File: src/rtl/core/mvm_ram.sv
// Generic single-write, single-read RAM with a registered read port.
// Self-contained; no package needed.
module mvm_ram #(
  parameter int WIDTH = 32,
  parameter int DEPTH = 16,
  localparam int ADDR_W = (DEPTH > 1) ? $clog2(DEPTH) : 1
) (
  input  logic              clk,
  input  logic              we,
  input  logic [ADDR_W-1:0] waddr,
  input  logic [WIDTH-1:0]  wdata,
  input  logic [ADDR_W-1:0] raddr,
  output logic [WIDTH-1:0]  rdata
);

  logic [WIDTH-1:0] mem [DEPTH];

  always_ff @(posedge clk) begin
    if (we) begin
      mem[waddr] <= wdata;
    end
    rdata <= mem[raddr];
  end

endmodule

File: config.mk
export PLATFORM = sky130hd
export DESIGN_NAME = mvm_ram
export DESIGN_NICKNAME = d
export VERILOG_FILES = /design/src/rtl/core/mvm_ram.sv
export SDC_FILE = /design/constraint.sdc
export NUM_CORES = 1
export LEC_CHECK = 0
export BUFFER_PORTS_ARGS = -buffer_cell sky130_fd_sc_hd__buf_2
export CORE_UTILIZATION = 41
export DETAILED_ROUTE_END_ITERATION = 6
export HOLD_SLACK_MARGIN = 0.15
export SLEW_MARGIN = 40
export SYNTH_ARGS = -nofsm -noshare
export SYNTH_HDL_FRONTEND = slang
export SYNTH_SLANG_ARGS = --single-unit
File: constraint.sdc
create_clock -name clk -period 3.8 [get_ports clk]
set_input_delay 0.19 -clock clk [delete_from_list [all_inputs] [get_ports clk]]
set_output_delay 0.19 -clock clk [all_outputs]
set_load 0.005 [all_outputs]
# --- Yosys cells after proc, flatten, opt, wreduce, memory -nomap -nowiden ---
# Memory sizes are Yosys's and may differ from the RTL's. A register that Yosys moved wholly into a read port is not among the register bits.
# Index checks and enable logic that the tools add are counted.
# W data, S select, Z words.
totals:
  reg_bits: 0
  latch_bits: 0
  ram_bits: 512
  mem_bits_ro: 0
  input_bits: 42
  out_inout_bits: 32
  elab_cells: 3
  mem_count: 1
op_classes:
  addsub: 0
  multipliers: 0
  div: 0
  magnitude_cmp: 0
  eq_ne: 0
  shifts: 0
  muxes: 2
  bitwise: 0
  n_reduce_logical: 0
mem_list:
  columns: ["memory", "depth", "width", "read_ports", "rd_clocked_by_memory_dff", "wr", "line_no", "source"]
  rows:
  - ["mem", 16, 32, 1, 1, 1, "16", "logic [WIDTH-1:0] mem [DEPTH];"]
op_table:
  columns: ["cell", "count"]
  rows:
  - ["$mux W1", 2]

# --- Logic depth before layout (Yosys ltp) ---
depth:
  depth_word: 2
  ltp_mapped: 5
  ltp_nobuf: 3

# --- Worst setup path after synthesis ---
# Ideal clock, no wire load.
synth_path:
  kind: "input to register"
  startpoint: "in waddr[2]"
  endpoint: "mem mem[0][0] (enable)"
  setup_ns: 0.461
  t_arrival_ns: 2.908
  required_ns: 3.339
  setup_slack_ns: 0.430
  stages: 2
  path_buffers: 0
  path_cell_list: "or3b_2 nor3_1"
synth_lines:
  columns: ["element", "line_no", "source"]
  rows:
  - ["start, declared", "10", "input logic [ADDR_W-1:0] waddr,"]
  - ["end, declared", "16", null]
# Straight into the memory's write port.

# --- Worst setup path in the final report ---
layout_path:
  startpoint: "in waddr[1]"
  endpoint: "mem mem[15][1] (enable)"
# Straight into the memory's write port.

==> results.yml <==
outcome:
  status: "finished, final reports clean"
worst_setup_path:
  crit_arrival_ps: 2470
  reg2reg_from: "mem[2][2]$_DFFE_PP_"
  rr_endpoint: "rdata[2]$_DFF_P_"
  path_class: "primary input to register"
  endpoint_kind: "register"
  critPathRequiredTime_ps: 4030
  start_kind: "primary input"
  cp_max_fo: 18
  ff2ff_setup_slack_ps: 2020
  rr_worst_depth: 4
  setup.worst_path.start: "waddr[1]"
clock_tree:
  cts_tree: "yes"
  cts_resized: 0
  cts_buffer_depth: 3
  clock_sinks: 544
  htree_levels: 2
  post_cts_buffers: 0
  cts_made_buffers: 53
  clkSlewWorstSetupHoldPaths_ps: 60
  clk_latency_ps: 560
  cts_root_buf: "clkbuf_16"
hold_path:
  hp-class: "primary input to register"
  hold_end: "rdata[4]$_DFF_P_"
  hp-start: "raddr[2]"
  hold_depth: 4
logic_synthesis:
  ys_warn_count: 0
  yosysUniqueCellTypes: 18
  synth-seq-cells: 544
  yosys.area.top_type_share_pct: 77.4
  synthCells: 838
  syn-num-nets: 880
  ys_top_cells_by_area: "edfxtp_1, mux4_2, dfxtp_1"
  avgSynthCellArea_um2: 23.7
  syn_area_um2: 19900
  ys_seq_area_share_pct: 80.7
  yosysTopAreaCell: "edfxtp_1"
finish:
  nFillCells: 3833
  num-nets-final: 1040
  antenna_cells: 0
  area_growth_pct: 17.6
  drive_above_1_share_pct: 31.6
route:
  wire_per_inst_um: 24.5
  routed_via_density: 5.49
  drc: 0
  ant_nets: 0
  drt_iter0_drc: 692
  drt-pass1-iter-count: 7
  vias: 9068
  wirelength_mm: 40.5
power_and_ir_drop:
  power_mw: 12.3
  peakVddDrop_v: 0.000434
  leakage_nw: 7.52
  powerDensity_nw_per_um2: 526
floorplan:
  die_w_um: 222
  dieArea_um2: 49300
  start_util_pct: 41.6
  io_pins: 74
  die_y_um: 222
  rows: 80
  core_um2: 47700
placement:
  dp_hpwl_mm: 24.1
  io_buffers: 73
  gp_congestion: 0.699
sta:
  finalClockSkew_ps: 12.3
  final-hold-violation-count: 0
  setup_violations: 0
  relSlewSlack_pct: 46.2
  drv_slew: 0
  worst_slew_pin_slew_ps: 805
  max_freq_ghz: 0.447
  rsz0062_at_grt: "false"
  fin_crit_sh_pct: 58.8
  finalCriticalPeriod_ps: 2240
  fin_setup_tns_ps: 0
grt:
  grt_usage_pct: 16.8
  grt_pass1_vias: 9603
  grt_pass1_wl_mm: 61.2
  grt_max_degree: 54
  antenna_found_initial: 2
  gr-total-overflow: 0
flow_run:
  maxCapViolations: 0
registers in the layout (all words and copies together) (netlist names):
signal and flops:
mem 512, rdata 32
metal layers:
metal | wire (um) | up-vias | GRT usage (%)
met5 | 10 | - | 0
met4 | 733 | 2 | 4.17
met3 | 1840 | 64 | 2.37
met2 | 19500 | 246 | 26.7
met1 | 18500 | 4864 | 24.5
li1 | - | 3892 | -
synthesized netlist by cell type, drive strengths merged:
master    n
a22oi    64
and2      1
buf      26
clkbuf   17
dfxtp    32
edfxtp  512
mux4    128
nand2    33
nand2b    2
nand3     1
nand3b    2
nor2     13
nor2b     2
nor3      4
or3b      1
metrics by stage:
| stage | hold WS (ps) | cells | setup WS [ps] | util, % | area [um2] |
|---|---|---|---|---|---|
| floorplan | 289 | 838 | 430 | - | 19900 |
| global placement | 566 | 1510 | 1550 | 44.3 | 21200 |
| detailed placement | 566 | 1521 | 1620 | 44.8 | 21400 |
| CTS | 200 | 1652 | 1560 | 48.9 | 23300 |
| global route | 239 | 1653 | 1490 | 48.9 | 23400 |
| finish | 235 | 1653 | 1560 | 48.9 | 23400 |
cell type report:
class | instances | area [um2] | area share [%]
clock buffers | 80 | 1470 | 6.28
clock inverters | 15 | 144 | 0.616
multi-input cells | 251 | 3750 | 16.1
flip-flops and latches | 544 | 16000 | 68.6
well taps | 615 | 769 | 3.29
repair buffers | 148 | 1210 | 5.17
repair_timing:
action / in CTS / in global routing
hold buffers: 36 / 0
endpoints found under the hold margin: 515 / 0
endpoints found under the setup margin: 0 / 0
worst max-delay path, stage by stage:
cell	delay [ps]
dlygate4sd3_1	630
buf_2	230
nand2_1	260
nor2_4	710
buf_4	410
power breakdown:
group	internal, mW	switching, mW	total, mW
clock	2.85	2.07	4.92
combinational	0.277	0.339	0.616
sequential	6.71	0.0441	6.75
kinds of logic after synthesis:
family	Yosys count	share of synthesized area (%)
multiplexers	128	14.5
AND/OR/NAND/NOR	59	1.27
buffers and inverters	43	1.12
flip-flops	544	80.7
AO/OA/AOI/OAI	64	2.42
cells in the final DEF, fill, tap and decap left out, types with 2 or more instances in the layout:
cell type      netlist  routed
a22oi_1             64      64
buf_12               0       4
buf_16               0       3
buf_2                4      71
buf_4               11      24
buf_8                0       9
bufinv_16            0       3
clkbuf_1            17      23
clkbuf_16            0      53
clkbuf_8             0       5
clkinv_1             0       5
clkinv_2             0       7
dfxtp_1             32      32
dlygate4sd3_1        0      36
edfxtp_1           512     512
mux4_2             128     128
nand2_1             33      33
nand2b_1             2       2
nand3b_1             2       2
nor2_4               0      13
nor2b_4              0       2
nor3_2               0       4
worst max-delay path by stage:
stage / end / slack, ps / depth (start not counted)
global placement: mem[2][4]$_DFFE_PP_ / 1550 / 3
global route: mem[15][31]$_DFFE_PP_ / 1490 / 5
finish: mem[15][1]$_DFFE_PP_ / 1560 / 5
floorplan: mem[0][0]$_DFFE_PP_ / 430 / 2
CTS: mem[15][1]$_DFFE_PP_ / 1560 / 5
detailed placement: mem[10][6]$_DFFE_PP_ / 1620 / 4
No activity file was read; power rests on OpenSTA's default activity.
