[src/rtl/core/mvm_pkg.sv]
// Shared types and constants for the matrix-vector multiply unit.
// Used by mvm_mac and the top level under rtl/core; depends on nothing else.
package mvm_pkg;

  localparam int MAX_DIM_DEF   = 16;
  localparam int FRAC_BITS_DEF = 16;

  localparam int DATA_W   = 32;
  localparam int ACC_W    = 48;
  localparam int PROD_W   = 2 * DATA_W;
  localparam int IN_IDX_W = 4;
  localparam int SIZE_W   = 5;

  localparam logic [SIZE_W-1:0] SIZE_RESET = 5'd16;

  localparam logic KIND_MATRIX = 1'b0;
  localparam logic KIND_VECTOR = 1'b1;

  // Control that travels alongside one multiply-accumulate step.
  typedef struct packed {
    logic valid;
    logic first;
    logic last;
  } mvm_ctl_t;

endpackage

[src/rtl/core/mvm_mac.sv]
// Shared multiply-accumulate unit: registered multiply, then truncate,
// add and saturate into the row accumulator. Depends on mvm_pkg.
module mvm_mac #(
  parameter int FRAC_BITS = mvm_pkg::FRAC_BITS_DEF
) (
  input  logic                             clk,
  input  logic                             rst,
  input  mvm_pkg::mvm_ctl_t                ctl,
  input  logic signed [mvm_pkg::DATA_W-1:0] mat_data,
  input  logic signed [mvm_pkg::DATA_W-1:0] vec_data,
  output logic                             row_done,
  output logic signed [mvm_pkg::DATA_W-1:0] row_sum
);
  import mvm_pkg::*;

  localparam int SUM_W = PROD_W + 1;
  localparam logic signed [SUM_W-1:0] ACC_MAX = (SUM_W'(1) <<< (ACC_W - 1)) - SUM_W'(1);
  localparam logic signed [SUM_W-1:0] ACC_MIN = -(SUM_W'(1) <<< (ACC_W - 1));
  localparam logic signed [ACC_W-1:0] OUT_MAX = (ACC_W'(1) <<< (DATA_W - 1)) - ACC_W'(1);
  localparam logic signed [ACC_W-1:0] OUT_MIN = -(ACC_W'(1) <<< (DATA_W - 1));

  mvm_ctl_t                  ctl_mul;
  mvm_ctl_t                  ctl_acc;
  logic signed [PROD_W-1:0]  prod;
  logic signed [PROD_W-1:0]  prod_trunc;
  logic signed [ACC_W-1:0]   acc;
  logic signed [ACC_W-1:0]   acc_base;
  logic signed [SUM_W-1:0]   sum;
  logic signed [ACC_W-1:0]   acc_next;

  always_ff @(posedge clk) begin
    if (rst) begin
      ctl_mul  <= '0;
      ctl_acc  <= '0;
      acc      <= '0;
      row_done <= 1'b0;
    end else begin
      ctl_mul  <= ctl;
      ctl_acc  <= ctl_mul;
      row_done <= ctl_acc.valid & ctl_acc.last;
      if (ctl_acc.valid) begin
        acc <= acc_next;
      end
    end
  end

  always_ff @(posedge clk) begin
    prod <= PROD_W'(mat_data) * PROD_W'(vec_data);
  end

  always_comb begin
    prod_trunc = prod >>> FRAC_BITS;
    acc_base   = ctl_acc.first ? '0 : acc;
    sum        = SUM_W'(acc_base) + SUM_W'(prod_trunc);
    if (sum > ACC_MAX) begin
      acc_next = ACC_MAX[ACC_W-1:0];
    end else if (sum < ACC_MIN) begin
      acc_next = ACC_MIN[ACC_W-1:0];
    end else begin
      acc_next = sum[ACC_W-1:0];
    end
  end

  always_comb begin
    if (acc > OUT_MAX) begin
      row_sum = OUT_MAX[DATA_W-1:0];
    end else if (acc < OUT_MIN) begin
      row_sum = OUT_MIN[DATA_W-1:0];
    end else begin
      row_sum = acc[DATA_W-1:0];
    end
  end

endmodule

[config.mk]
export PLATFORM = sky130hd
export DESIGN_NAME = mvm_mac
export DESIGN_NICKNAME = d
export VERILOG_FILES = /design/src/rtl/core/mvm_pkg.sv /design/src/rtl/core/mvm_mac.sv
export SDC_FILE = /design/constraint.sdc
export NUM_CORES = 2
export LEC_CHECK = 0
export ABC_AREA = 1
export BUFFER_PORTS_ARGS = -buffer_cell sky130_fd_sc_hd__buf_2
export CAP_MARGIN = 20
export CORE_UTILIZATION = 60
export CTS_CLUSTER_DIAMETER = 120
export DETAILED_ROUTE_END_ITERATION = 10
export PLACE_DENSITY = 0.75
export RECOVER_POWER = 50
export SLEW_MARGIN = 20
export SYNTH_ARGS = -nofsm -noshare
export SYNTH_HDL_FRONTEND = slang
export SYNTH_SLANG_ARGS = --single-unit
[constraint.sdc]
create_clock -name clk -period 10.1 [get_ports clk]
set_input_delay 1.01 -clock clk [delete_from_list [all_inputs] [get_ports clk]]
set_output_delay 1.01 -clock clk [all_outputs]
set_load 0.02 [all_outputs]
==> Word-level counts from Yosys, hierarchy flattened <==
Index checks and enable logic that the tools add are counted.
Widths: inputs -> output; s select.
{ "totals": {"romBits": 0, "word_cells": 21, "regBits": 119, "latchBits": 0, "mem_bits_rw": 0, "out_inout_bits": 33, "n_memories": 0} }
{ "classes": {"n_bitwise": 1, "mux": 5, "magnitude_cmp": 4, "n_eq_ne": 0, "n_addsub": 1, "n_div": 0, "multipliers": 1, "n_shift": 0, "n_reduce_logical": 0} }
{ "op_table": {"columns": ["cell", "count"], "rows": [
  ["$mux 48", 3],
  ["$mul 32x32->64", 1],
  ["$mux 32", 2],
  ["$add 48x48->49", 1],
  ["$gt 49x48->1 const B", 1],
  ["$lt 49x48->1 const B", 1],
  ["$gt 48x32->1 const B", 1],
  ["$lt 48x32->1 const B", 1],
  ["$and 1x1->1", 1]
]} }

==> Longest topological paths before layout <==
{ "logic_depth": {"ltp_word": 5, "depth_mapped": 30} }

==> Least setup slack after synthesis <==
Ideal clock, no wire load.
{ "synth_path": {"path_kind": "input-to-reg", "start": "input mat_data[31] (netlist name)", "end": "register prod[61]", "n_path_buf": 1, "arrival_time_ns": 7.609, "setup_slack_ns": 2.379, "cell_stages": 27, "required_ns": 9.988, "cell_sequence": "clkbuf_1 nand2_1 inv_1 fa_1 inv_1 fa_1 inv_1 fa_1 fa_1 inv_1 fa_1 inv_1 fa_1 inv_1 fa_1 inv_1 fa_1 ha_1 nand2_1 nor2_1 inv_1 nor2_1 inv_1 nor4_1 nand3_1 nand3_1 nand2_1"} }
{ "synth_via": {"elab_chain_cells": 1} }
{ "synth_rtl": {"columns": ["element", "line_no", "rtl"], "rows": [
  ["from (decl)", "mvm_mac.sv:9", "input logic signed [mvm_pkg::DATA_W-1:0] mat_data,"],
  ["$mul 32x32->64", "mvm_mac.sv:48", "prod <= PROD_W'(mat_data) * PROD_W'(vec_data);"],
  ["to (signal assigned)", "mvm_mac.sv:48", null],
  ["to (decl)", "mvm_mac.sv:24", "logic signed [PROD_W-1:0] prod;"]
]} }
No other way between the ends.
A chain may end at the register's enable or synchronous reset.

==> Worst setup path in the final report <==
{ "layout_path": {"start": "input vec_data[5] (netlist name)", "end": "register prod[61]"} }
{ "layout_via": {"elab_chain_cells": 1} }
{ "layout_rtl": {"columns": ["element", "line_no", "rtl"], "rows": [
  ["from (decl)", "mvm_mac.sv:10", "input logic signed [mvm_pkg::DATA_W-1:0] vec_data,"],
  ["$mul 32x32->64", "mvm_mac.sv:48", null]
]} }
No other way between the ends.

==> metrics.txt <==
status finished, violations left; failing checks capacitance limit, slew limit; residual DRC count 0; routed length per placed instance 18.42 µm; I/O Buffers ~100; post-DP HPWL 105.3 mm; routed wire length 125.7 mm; Initial Utilization around three fifths; setup TNS 0 ps; sequential area share after synthesis ~4.5%; Critical Path End Type flop; share of cells above drive strength 1 3.876%; Synth Net Count 7327; CTS Root Cell clkbuf_16; RSZ-0062 raised after global routing no; Ys Warns 0; post-synthesis mux area share 0%; Nets slightly above 7000; # rows 100; area grow syn2layout 2.563%; CP arrival 8820 ps; clk slew on worst S/H paths 90 ps; fin crit period 8551 ps; postcts setup bufs 0; largest family of logic cells by synthesized area adder cells; RePlAce Congestion between 1 and 1.5; Compound-Gate Fraction of Synth Area 5.015%; CTS tree built; initial antenna violation count 5; first drt pass iteration count 6; Top Ports 102; Mapped Cells 5948; Simple-Gate Fraction of Synth Area 17.85%; Setup violations, final 0; Slew Limit Fails 99; slew margin rel. -66.56%; most used cells in the layout excluding fill and tap cells 1791 x inv_1, 1529 x nand2_1, 1082 x fa_1, 265 x nor2_1, 228 x ha_1; core box area 0.07457 mm²; flops & latches, synth between 100 and 150; skew final 13.61 ps; chip width 276.9 µm; post-synthesis xor/xnor area fraction roughly 1.5%; H-tree depth 3; Die ar. 0.07670 mm²; final hold violation count 0; Max Fclk 0.1169 GHz; vias per cell 5.354; global-route wire length before repair 206.9 mm; Max Cap Viol 3; CTS sink cnt approximately 100; largest net degree at the start of global routing 50; total grt overflow 0; Num CTS Buffers 9; via count 36549; hold_buf cts 0; Synth Area in Adders 54.05%; most common cell after layout, fill and taps aside inv_1; period utilization between 80% and 90%; DRT iter0 DRCs about 2800; Critical Path RT approximately 10000 ps; CP Class in2reg; Setup crit start kind input port; vias in the first global route 39392; post_cts resized 0; maximum fanout along the worst path 32; Filler cells 6687; Die H 276.9 µm; worst slew pin tran 2498 ps; Routed Antenna Nets 0; Synth cell types 41; latest clock arrival within the worst-skew pair 370 ps; clk buf depth 2; synthesized cell area 0.04536 mm²; mean post-synth cell area between 7 and 8 µm²; Total Routing Usage GR 34.40%; Hold Path Class reg2reg
-- state kept, by name, summed over array words and instances, names as in the netlist --
name,cells
acc,48
ctl_acc,3
ctl_mul,3
prod,48
row_done,1
-- metal layers --
metal / vias to the layer above / track usage, % / wire length [µm]
met1: 18005 / 45.85 / 50790
met4: 6 / 11.47 / 4530
met3: 331 / 4.564 / 10220
li1: 16540 / - / -
met2: 1667 / 58.20 / 60160
met5: - / 0 / 41
-- kinds of logic (layout without fill, tap and decap cells) --
group                    count (synthesis)  after routing
buffers and inverters                 2037           1945
AO/OA/AOI/OAI                          394            394
flip-flops                             103            103
adder cells (fa/ha/maj)               1310           1310
other                                    0              1
XOR/XNOR                                77             77
AND/OR/NAND/NOR                       2027           2027
-- cells in the mapped netlist (all sizes together) --
master  count  share of area, %
a31oi       7             0.097
xor2       58               1.1
a21boi      5             0.083
nand2    1573                13
xnor2      19              0.37
nand4      28              0.39
nor3       25              0.30
nand3b      3             0.050
nand3      86              0.95
a41oi       1             0.019
o21ai     152               1.7
inv      1812                15
and2        4             0.055
o211ai      3             0.050
nor2      281               2.4
fa       1082                48
nor4       14              0.19
o221ai      1             0.019
and3        5             0.069
o21a        7              0.12
buf        10              0.28
or2         8              0.11
a21o        9              0.15
clkbuf    215               1.8
a21oi     180               2.3
o21bai     25              0.41
ha        228               6.3
dfxtp     103               4.5
a211oi      4             0.066
-- stage by stage --
| stage | util (%) | hold slack, ps | std cells | cell area, µm² | setup slack, ps |
|---|---|---|---|---|---|
| final | 62.38 | 400.3 | 6826 | 46520 | 1549 |
| after global routing | 62.38 | 424.8 | 6825 | 46520 | 995.5 |
| after CTS | 62.43 | 399.5 | 6824 | 46560 | 1537 |
| after detailed placement | 62.04 | 392.0 | 6808 | 46270 | 1159 |
| after global placement | 62.04 | 389.6 | 6808 | 46270 | 1289 |
| after floorplan | - | 388.3 | 5948 | 45360 | 2379 |
-- worst paths after layout --
check,start,slack (ps),end,cells past startpoint
worst max-delay path,vec_data[5],1550,prod[61],27
worst min-delay path,ctl_mul[0],400,ctl_acc[0],2
worst max register to register,ctl_acc[1],2120,acc[3],18
worst min register to register,ctl_mul[0],400,ctl_acc[0],2
-- worst max-delay path, cell delays in order --
cell and delay [ps]:
buf_2 580, nand2_1 270, inv_1 140, fa_1 400
inv_1 250, fa_1 460, inv_1 210, fa_1 490
fa_1 790, inv_1 390, fa_1 590, inv_1 60
fa_1 530, inv_1 50, fa_1 470, inv_1 50
fa_1 440, ha_1 420, nand2_1 120, nor2_1 180
inv_1 90, nor2_1 140, inv_1 80, nor4_1 270
nand3_1 150, nand3_1 120, nand2_1 50
-- cell type report --
cell class | instances | area (µm²) | area share (%)
Antenna cell | 1 | 2.502 | 0.005379
Clock inverter | 6 | 63.81 | 0.1372
Timing Repair Buffer | 117 | 593.1 | 1.275
Clock buffer | 10 | 229.0 | 0.4922
Inverter | 1812 | 6802 | 14.62
Tap cell | 969 | 1212 | 2.606
Sequential cell | 103 | 2062 | 4.433
Multi-Input combinational cell | 3808 | 35550 | 76.43
Power is left out: the tool's default activity adds up to more than one toggle a clock period on the data nets, which glitch-free logic cannot reach.
